==> src/hdl/bmhq_pkg.sv <==
// ----------------------------------------------------------------------------
// bmhq_pkg
// shared constants and codes for the binary max-heap priority queue
// ----------------------------------------------------------------------------
`default_nettype none

package bmhq_pkg;

    localparam int CAPACITY_DEFAULT       = 64;
    localparam int PRIORITY_WIDTH_DEFAULT = 16;
    localparam int TAG_WIDTH_DEFAULT      = 16;

    localparam int STATUS_WIDTH = 2;

    typedef enum logic [STATUS_WIDTH-1:0] {
        ST_INSERTED = 2'd0,
        ST_FULL     = 2'd1,
        ST_REMOVED  = 2'd2,
        ST_EMPTY    = 2'd3
    } status_t;

    typedef enum logic {
        FUNC_INSERT = 1'b0,
        FUNC_REMOVE = 1'b1
    } func_t;

endpackage

`default_nettype wire

==> src/hdl/bmhq_if.sv <==
// ----------------------------------------------------------------------------
// bmhq_req_if / bmhq_rsp_if
// valid/ready channels for heap requests and results
// ----------------------------------------------------------------------------
`default_nettype none

interface bmhq_req_if #(
    parameter int PRIORITY_WIDTH = bmhq_pkg::PRIORITY_WIDTH_DEFAULT,
    parameter int TAG_WIDTH      = bmhq_pkg::TAG_WIDTH_DEFAULT
) ();
    logic                             valid;
    logic                             ready;
    bmhq_pkg::func_t                  func;
    logic signed [PRIORITY_WIDTH-1:0] priority_req;
    logic        [TAG_WIDTH-1:0]      tag;

    modport source (output valid, func, priority_req, tag, input ready);
    modport sink   (input valid, func, priority_req, tag, output ready);
endinterface

interface bmhq_rsp_if #(
    parameter int CAPACITY       = bmhq_pkg::CAPACITY_DEFAULT,
    parameter int PRIORITY_WIDTH = bmhq_pkg::PRIORITY_WIDTH_DEFAULT,
    parameter int TAG_WIDTH      = bmhq_pkg::TAG_WIDTH_DEFAULT
) ();
    localparam int COUNT_WIDTH = $clog2(CAPACITY + 1);

    logic                             valid;
    logic                             ready;
    bmhq_pkg::status_t                status;
    logic signed [PRIORITY_WIDTH-1:0] out_priority;
    logic        [TAG_WIDTH-1:0]      out_tag;
    logic        [COUNT_WIDTH-1:0]    count;

    modport source (output valid, status, out_priority, out_tag, count, input ready);
    modport sink   (input valid, status, out_priority, out_tag, count, output ready);
endinterface

`default_nettype wire

==> src/hdl/binary_max_heap_queue.sv <==
// ----------------------------------------------------------------------------
// binary_max_heap_queue
// fixed-capacity max-heap priority queue of (signed priority, tag) entries
// ----------------------------------------------------------------------------
// One request at a time: an insert appends the entry and sifts it up while it
// is strictly greater than its parent; a remove returns the root, moves the
// last entry to the root and sifts it down, taking the right child only when
// strictly greater than the best so far. Entries live in a single-port-read
// memory with registered read data, so each heap level costs one memory read
// per comparison. An insert reads the parent, then compares and writes at each
// level; a remove reads the root and then the last entry, and at each level
// reads the left child, then the right child, then compares and writes. A
// full insert or an empty remove goes straight to the result state. The
// request channel is ready only between operations; a finished result is held
// in the output register until taken, and a result still waiting there stalls
// the next operation in its result state. Heap memory needs no clearing after
// reset since only entries below the count are ever used.
// ----------------------------------------------------------------------------
`default_nettype none

module binary_max_heap_queue #(
    parameter int CAPACITY       = bmhq_pkg::CAPACITY_DEFAULT,
    parameter int PRIORITY_WIDTH = bmhq_pkg::PRIORITY_WIDTH_DEFAULT,
    parameter int TAG_WIDTH      = bmhq_pkg::TAG_WIDTH_DEFAULT
) (
    input  wire logic  clk,
    input  wire logic  rst_n,
    bmhq_req_if.sink   req,
    bmhq_rsp_if.source rsp
);

    localparam int AW = $clog2(CAPACITY);
    localparam int CW = $clog2(CAPACITY + 1);
    localparam int IW = AW + 2;
    localparam int EW = PRIORITY_WIDTH + TAG_WIDTH;

    typedef enum logic [3:0] {
        S_IDLE,
        S_UP_RD,
        S_UP_CMP,
        S_RM_TOP,
        S_RM_LAST,
        S_RM_X,
        S_DN_L,
        S_DN_R,
        S_DN_CMP,
        S_DONE
    } state_t;

    state_t               state_reg;
    logic [CW-1:0]        count_reg;
    logic [AW-1:0]        cur_reg;
    logic [EW-1:0]        x_reg;
    logic [EW-1:0]        top_reg;
    logic [EW-1:0]        l_reg;
    logic                 r_ok_reg;
    bmhq_pkg::status_t    res_status_reg;

    logic                 out_valid_reg;
    bmhq_pkg::status_t    out_status_reg;
    logic [PRIORITY_WIDTH-1:0] out_prio_reg;
    logic [TAG_WIDTH-1:0] out_tag_reg;
    logic [CW-1:0]        out_count_reg;

    logic [EW-1:0]        mem [CAPACITY];
    logic [EW-1:0]        rdata_reg;
    logic [AW-1:0]        rd_addr;
    logic                 wr_en;
    logic [AW-1:0]        wr_addr;
    logic [EW-1:0]        wr_data;

    logic [IW-1:0]        left_idx;
    logic [IW-1:0]        right_idx;
    logic [AW-1:0]        parent_idx;
    logic                 left_in;
    logic                 right_in;
    logic signed [PRIORITY_WIDTH-1:0] x_prio;
    logic signed [PRIORITY_WIDTH-1:0] rd_prio;
    logic signed [PRIORITY_WIDTH-1:0] l_prio;
    logic signed [PRIORITY_WIDTH-1:0] best_prio;
    logic                 take_l;
    logic                 take_r;
    logic                 up_swap;
    logic                 accept;
    logic                 out_free;

    assign accept    = req.valid && req.ready;
    assign req.ready = (state_reg == S_IDLE);
    assign out_free  = !out_valid_reg || rsp.ready;

    assign left_idx   = {1'b0, cur_reg, 1'b1};
    assign right_idx  = {1'b0, cur_reg, 1'b0} + IW'(2);
    assign parent_idx = AW'((cur_reg - AW'(1)) >> 1);
    assign left_in    = left_idx < IW'(count_reg);
    assign right_in   = right_idx < IW'(count_reg);

    assign x_prio    = $signed(x_reg[EW-1 -: PRIORITY_WIDTH]);
    assign rd_prio   = $signed(rdata_reg[EW-1 -: PRIORITY_WIDTH]);
    assign l_prio    = $signed(l_reg[EW-1 -: PRIORITY_WIDTH]);
    assign up_swap   = x_prio > rd_prio;
    assign take_l    = l_prio > x_prio;
    assign best_prio = take_l ? l_prio : x_prio;
    assign take_r    = r_ok_reg && (rd_prio > best_prio);

    // memory address and write control
    always_comb
    begin
        rd_addr = '0;
        wr_en   = 1'b0;
        wr_addr = cur_reg;
        wr_data = x_reg;
        unique case (state_reg)
            S_UP_RD:
            begin
                rd_addr = parent_idx;
                if (cur_reg == '0)
                begin
                    wr_en = 1'b1;
                end
            end
            S_UP_CMP:
            begin
                wr_en = 1'b1;
                if (up_swap)
                begin
                    wr_data = rdata_reg;
                end
            end
            S_RM_TOP:
            begin
                rd_addr = '0;
            end
            S_RM_LAST:
            begin
                rd_addr = AW'(count_reg - CW'(1));
            end
            S_DN_L:
            begin
                rd_addr = left_idx[AW-1:0];
                if (!left_in)
                begin
                    wr_en = 1'b1;
                end
            end
            S_DN_R:
            begin
                rd_addr = right_idx[AW-1:0];
            end
            S_DN_CMP:
            begin
                wr_en = 1'b1;
                priority if (take_r)
                begin
                    wr_data = rdata_reg;
                end
                else if (take_l)
                begin
                    wr_data = l_reg;
                end
            end
            default:
            begin
                rd_addr = '0;
            end
        endcase
    end

    always_ff @(posedge clk)
    begin
        if (wr_en)
        begin
            mem[wr_addr] <= wr_data;
        end
        rdata_reg <= mem[rd_addr];
    end

    always_ff @(posedge clk or negedge rst_n)
    begin
        if (!rst_n)
        begin
            state_reg      <= S_IDLE;
            count_reg      <= '0;
            out_valid_reg  <= 1'b0;
            cur_reg        <= '0;
            x_reg          <= '0;
            top_reg        <= '0;
            l_reg          <= '0;
            res_status_reg <= bmhq_pkg::ST_INSERTED;
            r_ok_reg       <= 1'b0;
            out_status_reg <= bmhq_pkg::ST_INSERTED;
            out_prio_reg   <= '0;
            out_tag_reg    <= '0;
            out_count_reg  <= '0;
        end
        else
        begin
            if (out_valid_reg && rsp.ready && state_reg != S_DONE)
            begin
                out_valid_reg <= 1'b0;
            end
            unique case (state_reg)
                S_IDLE:
                begin
                    if (accept)
                    begin
                        if (req.func == bmhq_pkg::FUNC_INSERT)
                        begin
                            if (count_reg == CW'(CAPACITY))
                            begin
                                res_status_reg <= bmhq_pkg::ST_FULL;
                                state_reg      <= S_DONE;
                            end
                            else
                            begin
                                res_status_reg <= bmhq_pkg::ST_INSERTED;
                                x_reg          <= {req.priority_req, req.tag};
                                cur_reg        <= AW'(count_reg);
                                count_reg      <= count_reg + CW'(1);
                                state_reg      <= S_UP_RD;
                            end
                        end
                        else
                        begin
                            if (count_reg == '0)
                            begin
                                res_status_reg <= bmhq_pkg::ST_EMPTY;
                                state_reg      <= S_DONE;
                            end
                            else
                            begin
                                res_status_reg <= bmhq_pkg::ST_REMOVED;
                                state_reg      <= S_RM_TOP;
                            end
                        end
                    end
                end
                S_UP_RD:
                begin
                    state_reg <= (cur_reg == '0) ? S_DONE : S_UP_CMP;
                end
                S_UP_CMP:
                begin
                    if (up_swap)
                    begin
                        cur_reg   <= parent_idx;
                        state_reg <= S_UP_RD;
                    end
                    else
                    begin
                        state_reg <= S_DONE;
                    end
                end
                S_RM_TOP:
                begin
                    state_reg <= S_RM_LAST;
                end
                S_RM_LAST:
                begin
                    top_reg   <= rdata_reg;
                    count_reg <= count_reg - CW'(1);
                    state_reg <= S_RM_X;
                end
                S_RM_X:
                begin
                    x_reg     <= rdata_reg;
                    cur_reg   <= '0;
                    state_reg <= S_DN_L;
                end
                S_DN_L:
                begin
                    state_reg <= left_in ? S_DN_R : S_DONE;
                end
                S_DN_R:
                begin
                    l_reg     <= rdata_reg;
                    r_ok_reg  <= right_in;
                    state_reg <= S_DN_CMP;
                end
                S_DN_CMP:
                begin
                    priority if (take_r)
                    begin
                        cur_reg   <= right_idx[AW-1:0];
                        state_reg <= S_DN_L;
                    end
                    else if (take_l)
                    begin
                        cur_reg   <= left_idx[AW-1:0];
                        state_reg <= S_DN_L;
                    end
                    else
                    begin
                        state_reg <= S_DONE;
                    end
                end
                S_DONE:
                begin
                    if (out_free)
                    begin
                        out_valid_reg  <= 1'b1;
                        out_status_reg <= res_status_reg;
                        out_count_reg  <= count_reg;
                        if (res_status_reg == bmhq_pkg::ST_REMOVED)
                        begin
                            out_prio_reg <= top_reg[EW-1 -: PRIORITY_WIDTH];
                            out_tag_reg  <= top_reg[TAG_WIDTH-1:0];
                        end
                        else
                        begin
                            out_prio_reg <= '0;
                            out_tag_reg  <= '0;
                        end
                        state_reg <= S_IDLE;
                    end
                    else
                    begin
                        out_valid_reg <= 1'b1;
                    end
                end
                default:
                begin
                    state_reg <= S_IDLE;
                end
            endcase
        end
    end

    assign rsp.valid        = out_valid_reg;
    assign rsp.status       = out_status_reg;
    assign rsp.out_priority = $signed(out_prio_reg);
    assign rsp.out_tag      = out_tag_reg;
    assign rsp.count        = out_count_reg;

    a_count_bound: assert property (@(posedge clk) disable iff (!rst_n)
        count_reg <= CW'(CAPACITY))
        else $error("entry count above capacity");

    a_busy_after_accept: assert property (@(posedge clk) disable iff (!rst_n)
        accept |=> !req.ready)
        else $error("request taken while an operation is in progress");

    a_sift_up_in_range: assert property (@(posedge clk) disable iff (!rst_n)
        (state_reg == S_UP_RD) |-> (CW'(cur_reg) < count_reg))
        else $error("sift-up position beyond the heap");

    a_empty_count: assert property (@(posedge clk) disable iff (!rst_n)
        (out_valid_reg && out_status_reg == bmhq_pkg::ST_EMPTY) |-> (out_count_reg == '0))
        else $error("empty status with entries held");

    a_full_count: assert property (@(posedge clk) disable iff (!rst_n)
        (out_valid_reg && out_status_reg == bmhq_pkg::ST_FULL)
            |-> (out_count_reg == CW'(CAPACITY)))
        else $error("full status below capacity");

endmodule

`default_nettype wire
==> src/flat_wrapper.sv <==
// flat-port wrapper written by rule: the top's interface ports become plain ports
module binary_max_heap_queue_flat 
#(
    parameter int CAPACITY       = bmhq_pkg::CAPACITY_DEFAULT,
    parameter int PRIORITY_WIDTH = bmhq_pkg::PRIORITY_WIDTH_DEFAULT,
    parameter int TAG_WIDTH      = bmhq_pkg::TAG_WIDTH_DEFAULT
)
  (clk, rst_n, req_valid, req_func, req_priority_req, req_tag, req_ready, rsp_valid, rsp_status, rsp_out_priority, rsp_out_tag, rsp_count, rsp_ready);
  bmhq_req_if #(.PRIORITY_WIDTH(PRIORITY_WIDTH), .TAG_WIDTH(TAG_WIDTH)) req_i ();
  bmhq_rsp_if #(.CAPACITY(CAPACITY), .PRIORITY_WIDTH(PRIORITY_WIDTH), .TAG_WIDTH(TAG_WIDTH)) rsp_i ();
  input  wire logic clk;
  input  wire logic rst_n;
  input wire logic [$bits(req_i.valid)-1:0] req_valid;
  input wire logic [$bits(req_i.func)-1:0] req_func;
  input wire logic [$bits(req_i.priority_req)-1:0] req_priority_req;
  input wire logic [$bits(req_i.tag)-1:0] req_tag;
  output wire logic [$bits(req_i.ready)-1:0] req_ready;
  output wire logic [$bits(rsp_i.valid)-1:0] rsp_valid;
  output wire logic [$bits(rsp_i.status)-1:0] rsp_status;
  output wire logic [$bits(rsp_i.out_priority)-1:0] rsp_out_priority;
  output wire logic [$bits(rsp_i.out_tag)-1:0] rsp_out_tag;
  output wire logic [$bits(rsp_i.count)-1:0] rsp_count;
  input wire logic [$bits(rsp_i.ready)-1:0] rsp_ready;
  assign req_i.valid = req_valid;
  assign req_i.func = req_func;
  assign req_i.priority_req = req_priority_req;
  assign req_i.tag = req_tag;
  assign req_ready = req_i.ready;
  assign rsp_valid = rsp_i.valid;
  assign rsp_status = rsp_i.status;
  assign rsp_out_priority = rsp_i.out_priority;
  assign rsp_out_tag = rsp_i.out_tag;
  assign rsp_count = rsp_i.count;
  assign rsp_i.ready = rsp_ready;
  binary_max_heap_queue #(.CAPACITY(CAPACITY), .PRIORITY_WIDTH(PRIORITY_WIDTH), .TAG_WIDTH(TAG_WIDTH)) u_core (.clk(clk), .rst_n(rst_n), .req(req_i), .rsp(rsp_i));
endmodule
==> config.mk <==
export PLATFORM = sky130hd
export DESIGN_NAME = binary_max_heap_queue_flat
export DESIGN_NICKNAME = d
export VERILOG_FILES = /design/src/hdl/bmhq_pkg.sv /design/src/hdl/bmhq_if.sv /design/src/hdl/binary_max_heap_queue.sv /design/src/flat_wrapper.sv
export SDC_FILE = /design/constraint.sdc
export NUM_CORES = 2
export LEC_CHECK = 0
export ABC_AREA = 1
export BUFFER_PORTS_ARGS = -buffer_cell sky130_fd_sc_hd__buf_2
export CAP_MARGIN = 20
export CELL_PAD_IN_SITES_DETAIL_PLACEMENT = 1
export CELL_PAD_IN_SITES_GLOBAL_PLACEMENT = 2
export CORE_MARGIN = 4
export CORE_UTILIZATION = 41
export DETAILED_ROUTE_END_ITERATION = 6
export PLACE_DENSITY_LB_ADDON = 0.1
export SETUP_SLACK_MARGIN = 0.15
export SYNTH_ARGS = -nofsm -noshare
export SYNTH_HDL_FRONTEND = slang
export SYNTH_SLANG_ARGS = --single-unit
==> constraint.sdc <==
create_clock -name clk -period 5.83 [get_ports clk]
set_input_delay 0 -clock clk [delete_from_list [all_inputs] [get_ports clk]]
set_output_delay 0 -clock clk [all_outputs]
set_load 0.02 [all_outputs]
* Word-level counts from Yosys, hierarchy flattened
Memories as Yosys holds them, arrays and structs flattened. A register that Yosys moved wholly into a read port is not among the register bits. Index checks and enable logic that the tools add are counted.
Storage, ports and cells: register bits after elaboration 158, bits in writable memories 2048, input bits 37, word-level logic and storage cells 105, memories 1
Memories:
- u_core.mem | words 64, bits a word 32, read ports 1, clocked after Yosys merged registers in 1, write ports 1, line binary_max_heap_queue.sv:65 | logic [EW-1:0] mem [CAPACITY];
Operators by class: add/sub/neg operators 4, order comparisons 5, eq/ne operators 18, muxes and demuxes 44, reduce and logical (&&, ||, !) cells 20
Operators with widths (count):
- 32-bit 2-to-1 mux | 6
- 32-bit one-hot mux with 2 select lines | 2
- 16-bit greater-than comparator | 3
- 16-bit 2-to-1 mux | 3
- 6-bit one-hot mux with 4 select lines | 2
- 4-bit 2-to-1 mux | 10
- 4-bit one-hot mux with 10 select lines | 1
- 6-bit 2-to-1 mux | 6
- 7-bit 2-to-1 mux | 3
- 4-bit by 3-bit == test with 1-bit output (second input constant) | 4
- 7-bit one-hot mux with 2 select lines | 1
- 7-bit by 2-bit adder with 8-bit output (second input constant) | 1
- 4-bit by 2-bit == test with 1-bit output (second input constant) | 2
- 4-bit == test (second input constant) | 2
- 8-bit by 7-bit < comparator with 1-bit output | 1
- 1-bit 2-to-1 mux | 8
- 4-bit AND reduction | 2
- 7-bit by 1-bit adder with 7-bit output (second input constant) | 1
- 7-bit == test (second input constant) | 1
- 7-bit zero test | 1
- 7-bit < comparator | 1
- 7-bit by 1-bit subtractor with 7-bit output (second input constant) | 1
- 6-bit zero test | 1
- 2-bit inequality test (second input constant) | 3
- 17 further kinds | 25

* Depth between registers and ports, before layout
depth after elaboration 6, mapped depth 33, gate-level depth less buffers 32

* Least setup slack after synthesis
Ideal clock, no wire load.
kind register to register, from register u_core.x_reg[25], to memory u_core.mem[0][10] (netlist bit), data pin, setup time 0.601 ns, arrival 4.354 ns, path slack 0.875 ns, stages on the path, launching flop included 27, buffers on the path 2, clock period less this slack 4.955 ns, path through dfrtp_1 -> inv_1 -> ha_1 -> nand2_1 -> inv_1 -> o21ai_0 -> a21oi_1 -> nor2_1 -> nand3_1 -> nand3_1 -> clkbuf_1 -> nand2_1 -> o21ai_0 -> inv_1 -> ha_1 -> a21o_1 -> nor2_1 -> nand2_1 -> nand2_1 -> nand2_1 -> nand2_1 -> nand3_1 -> nand3_1 -> nand3_1 -> clkbuf_1 -> nand2_1 -> nand3_1
Between the ends: word-level cells in the longest chain between the ends 6, elaborated cells between the ends (all ways) 9, those cells by class 3 x order compare; 5 x mux; 1 x reduce/logical
RTL lines:
- from (decl) | line binary_max_heap_queue.sv:53 | logic [EW-1:0] x_reg;
- from (signal assigned) | line binary_max_heap_queue.sv:216 | x_reg <= {req.priority_req, req.tag};
- from (signal assigned) | line binary_max_heap_queue.sv:265 | x_reg <= rdata_reg;
- 16-bit greater-than comparator | line binary_max_heap_queue.sv:101 | assign take_l = l_prio > x_prio;
- 16-bit 2-to-1 mux | line binary_max_heap_queue.sv:102 | assign best_prio = take_l ? l_prio : x_prio;
- 16-bit greater-than comparator | line binary_max_heap_queue.sv:103 | assign take_r = r_ok_reg && (rd_prio > best_prio);
- 1-bit logical AND | line binary_max_heap_queue.sv:103
- 32-bit 2-to-1 mux | line binary_max_heap_queue.sv:152 | priority if (take_r)
- 32-bit one-hot mux with 2 select lines (*) | line binary_max_heap_queue.sv:112 | unique case (state_reg)
- via u_core.wr_data[10] | line binary_max_heap_queue.sv:70 | logic [EW-1:0] wr_data;
- to (decl) | line binary_max_heap_queue.sv:65
The timed path passes the listed nets; every way through them passes the cells marked *.

* Worst setup path after layout
from register u_core.x_reg[25], to memory u_core.mem[10][27] (netlist bit), data pin
Same word-level chain as after synthesis.

==> results.md <==
* Sw Share at 44.2%
* CTS Sinks at 2,238
* Synth warn at 0
* DR WL/cell at 28.8 um
* CP Capture Type: register
* DRC at 0
* Status: complete, no violations
* Sequential power share at 32.4%
* Synth async-reset ratio at 7.06%
* Synth Instances at 9,578
* Final Hold Vio Count at 0
* Clock Power Share at 22.8%
* Worst-path clk slew at 0.05 ns
* Top Ports at 80
* Max-cap violation count at 0
* First-pass GRT wire length at 538 mm
* CTS tree: yes
* Final ANT Viol Nets at 0
* H-tree lvl count at 5
* Syn Area/Cell at 10.4 um^2
* Clk_lat worst skew at 0.94 ns
* Share of layout cells above drive strength 1 at 8.17%
* EDFF count, synth at 2,048
* CP Launch Type: register
* Slew Limit Fails at 0
* Initial DRT Pass Iterations at 5
* Unrepaired setup endpoints after global routing: no
* Achievable frequency at 192 MHz
* NumNets Final at 9,733
* Kind of critical path: register to register
* Worst Path Max Fanout at 64
* Root Buffer: clkbuf_16
* Setup TNS at 0 ns
* Critical Path RT at 6.44 ns
* Vias per std cell at 5.66
* Fin crit period at 5.21 ns
* Most flops, register: u_core.mem
* HP Start: req_priority_req[9]
* Fillers at 25,900
* Internal at 0.0394 W
* Top post-synthesis cells by area: edfxtp_1 62%, nand3_1 7.9%, nand2_1 7.3%, inv_1 6.5%, dfrtp_1 4.0%
* Syn_nets at 9,679
* Area Overhead vs Synth at 14.6%
* Initial Util at 41.2%
* Grt ovf at 0
* Setup slack, reg-to-reg at 0.62 ns
* Vias in the first global route at 74,000
* Tcrit/Tclk final at 89.4%
* Arrival time at the worst endpoint at 5.82 ns
* Most common cell in the netlist: edfxtp_1
* Dpl hpwl at 198 mm
* Number of CTS-inserted buffers at 277
* Die Wd at 500 um
* Gpl congestion at 0.851
* Cell Area, Synth at 99,300 um^2
* LEAKAGE at 45.7 nW
* Cell taking the most area after synthesis: edfxtp_1
* Largest net degree at the start of global routing at 159
* Die H at 500 um
* Top cell type's share of synthesized area at 61.9%
* P per Cell Area at 620 nW/um^2
* CTS Buffer Depth at 4
* Die area at 250,000 um^2
* FF/Latch Area at 66,100 um^2
* Synth Flop Type: edfxtp_1
* Total number of vias at 73,700
* Initial antenna violation count at 3
* Inst Count DP at 12,500
* Worst setup path start: u_core.x_reg[25]
* Logic pwr share at 44.8%
* Yosys reg bits at 2,238
* GRT Total Usage at 29.6%
* Max Clock Skew at 0.0522 ns
* Count of cell types in the netlist at 39
* Layout Cells excl Fill at 13,000
* Synth cell count leaders: 2,048 x edfxtp_1, 1,920 x nand2_1, 1,719 x inv_1, 1,575 x nand3_1, 573 x o21ai_0
* Rows at 180
* First DRT Iteration DRCs at 7,313
* Path type of the worst min-delay path: primary input to register
* Psw at 0.0313 W
* Final wirelength at 375 mm
* Max reg flops at 2,048
* Post-CTS setup buffers at 0
* Maximum VDD drop at 0.000483 V
* Multi-input logic area at 24,700 um^2
* Register area share after synthesis at 66.6%
* Worst slew margin at 18.6%
* Actual slew at the worst max-slew pin at 1.22 ns
* Placeable Area at 241,000 um^2
* Final setup violation count at 0
* PortBufs at 79
* Crit Reg-Reg Startpoint: u_core.x_reg[25]
[logic make-up (layout without fill, tap and decap cells)]
| logic type | Yosys count | count (layout) | share of synthesized area (%) |
|---|---|---|---|
| buffers and inverters | 2342 | 2584 | 9.32 |
| AND/OR/NAND/NOR | 4206 | 4206 | 19.3 |
| multiplexers | 1 | 1 | 0.0113 |
| AO/OA/AOI/OAI | 719 | 719 | 3.89 |
| XOR/XNOR | 8 | 8 | 0.0706 |
| adder cells (fa/ha/maj) | 64 | 64 | 0.806 |
| flip-flops | 2238 | 2238 | 66.6 |
| other | 0 | 4 | 0 |
[through the flow]
step	util [%]	power, W	setup slack [ns]	hold WS [ns]	cell area [um^2]
finish	47.3	0.0706	0.616	0.0584	114000
global route	47.3	0.0744	0.167	0.0383	114000
CTS	47.3	0.0706	0.611	0.00704	114000
detailed placement	43.6	0.0544	0.642	0.145	105000
global placement	43.6	0.0540	0.626	0.140	105000
floorplan	-	0.0411	0.875	-0.296	99300
[area by class of cell]
cell class	instances	area share [%]
antenna	4	0.00879
multi-input combinational	4998	21.7
tap	3185	3.50
clock buffer	372	6.69
sequential	2238	58.1
inverter	1728	5.70
clock inverter	95	0.582
timing repair buffer	389	3.73
[timing repair]
item	in CTS	in global routing
gates resized for setup	0	3
hold endpoints to repair	174	0
hold buffers	65	0
setup endpoints to repair	0	99
[routing by layer]
metal | global-route usage, % | up-vias | wire length (um)
met5 | 0 | - | 0
met2 | 48.3 | 2638 | 176000
met1 | 40.7 | 37900 | 162000
li1 | - | 32500 | -
met3 | 5.01 | 597 | 25100
met4 | 8.77 | 0 | 11500
[final timing paths]
path	cells past startpoint	end
worst max register to register	23	u_core.mem[10][27]
min in group asynchronous	4	u_core.rsp.valid
worst min-delay path	4	u_core.x_reg[25]
worst max-delay path	23	u_core.mem[10][27]
max in group asynchronous	4	u_core.l_reg[10]
worst min register to register	2	u_core.rsp.count[5]
[worst max-delay path, stage by stage, from the launching register on]
cell	delay [ns]
dfrtp_1	0.39
inv_1	0.07
ha_1	0.29
nand2_1	0.07
inv_1	0.03
o21ai_0	0.16
a21oi_1	0.09
nor2_1	0.14
nand2_1	0.07
nand2_1	0.05
nand3_1	0.06
buf_4	0.26
o21ai_0	0.40
inv_1	0.10
ha_1	0.35
nand4_1	0.16
nor2_1	0.08
a31oi_1	0.40
nand3_1	0.38
o21ai_2	0.26
buf_4	0.25
nand2_1	0.09
nand3_2	0.08
buf_4	0.51
[power groups by stage]
stage	clock network (W)	logic (W)	registers (W)
4_1_cts	0.0164	0.0314	0.0228
6_report	0.0161	0.0317	0.0229
2_1_floorplan	0	0.0179	0.0232
3_3_place_gp	0	0.0309	0.0231
5_1_grt	0.0171	0.0344	0.0229
3_5_place_dp	0	0.0312	0.0232
[cell usage in the layout (no fill, tap or decap), drive strengths merged, types with 85 or more instances in the layout]
cell / synthesis / layout
nand4: 558 / 558
nor2: 142 / 142
dfrtp: 158 / 158
clkinv: 5 / 85
buf: 283 / 325
edfxtp: 2048 / 2048
inv: 1723 / 1727
nand3: 1575 / 1575
nand2: 1922 / 1922
clkbuf: 331 / 372
o21ai: 575 / 575
(Power assumes the default switching activity.)
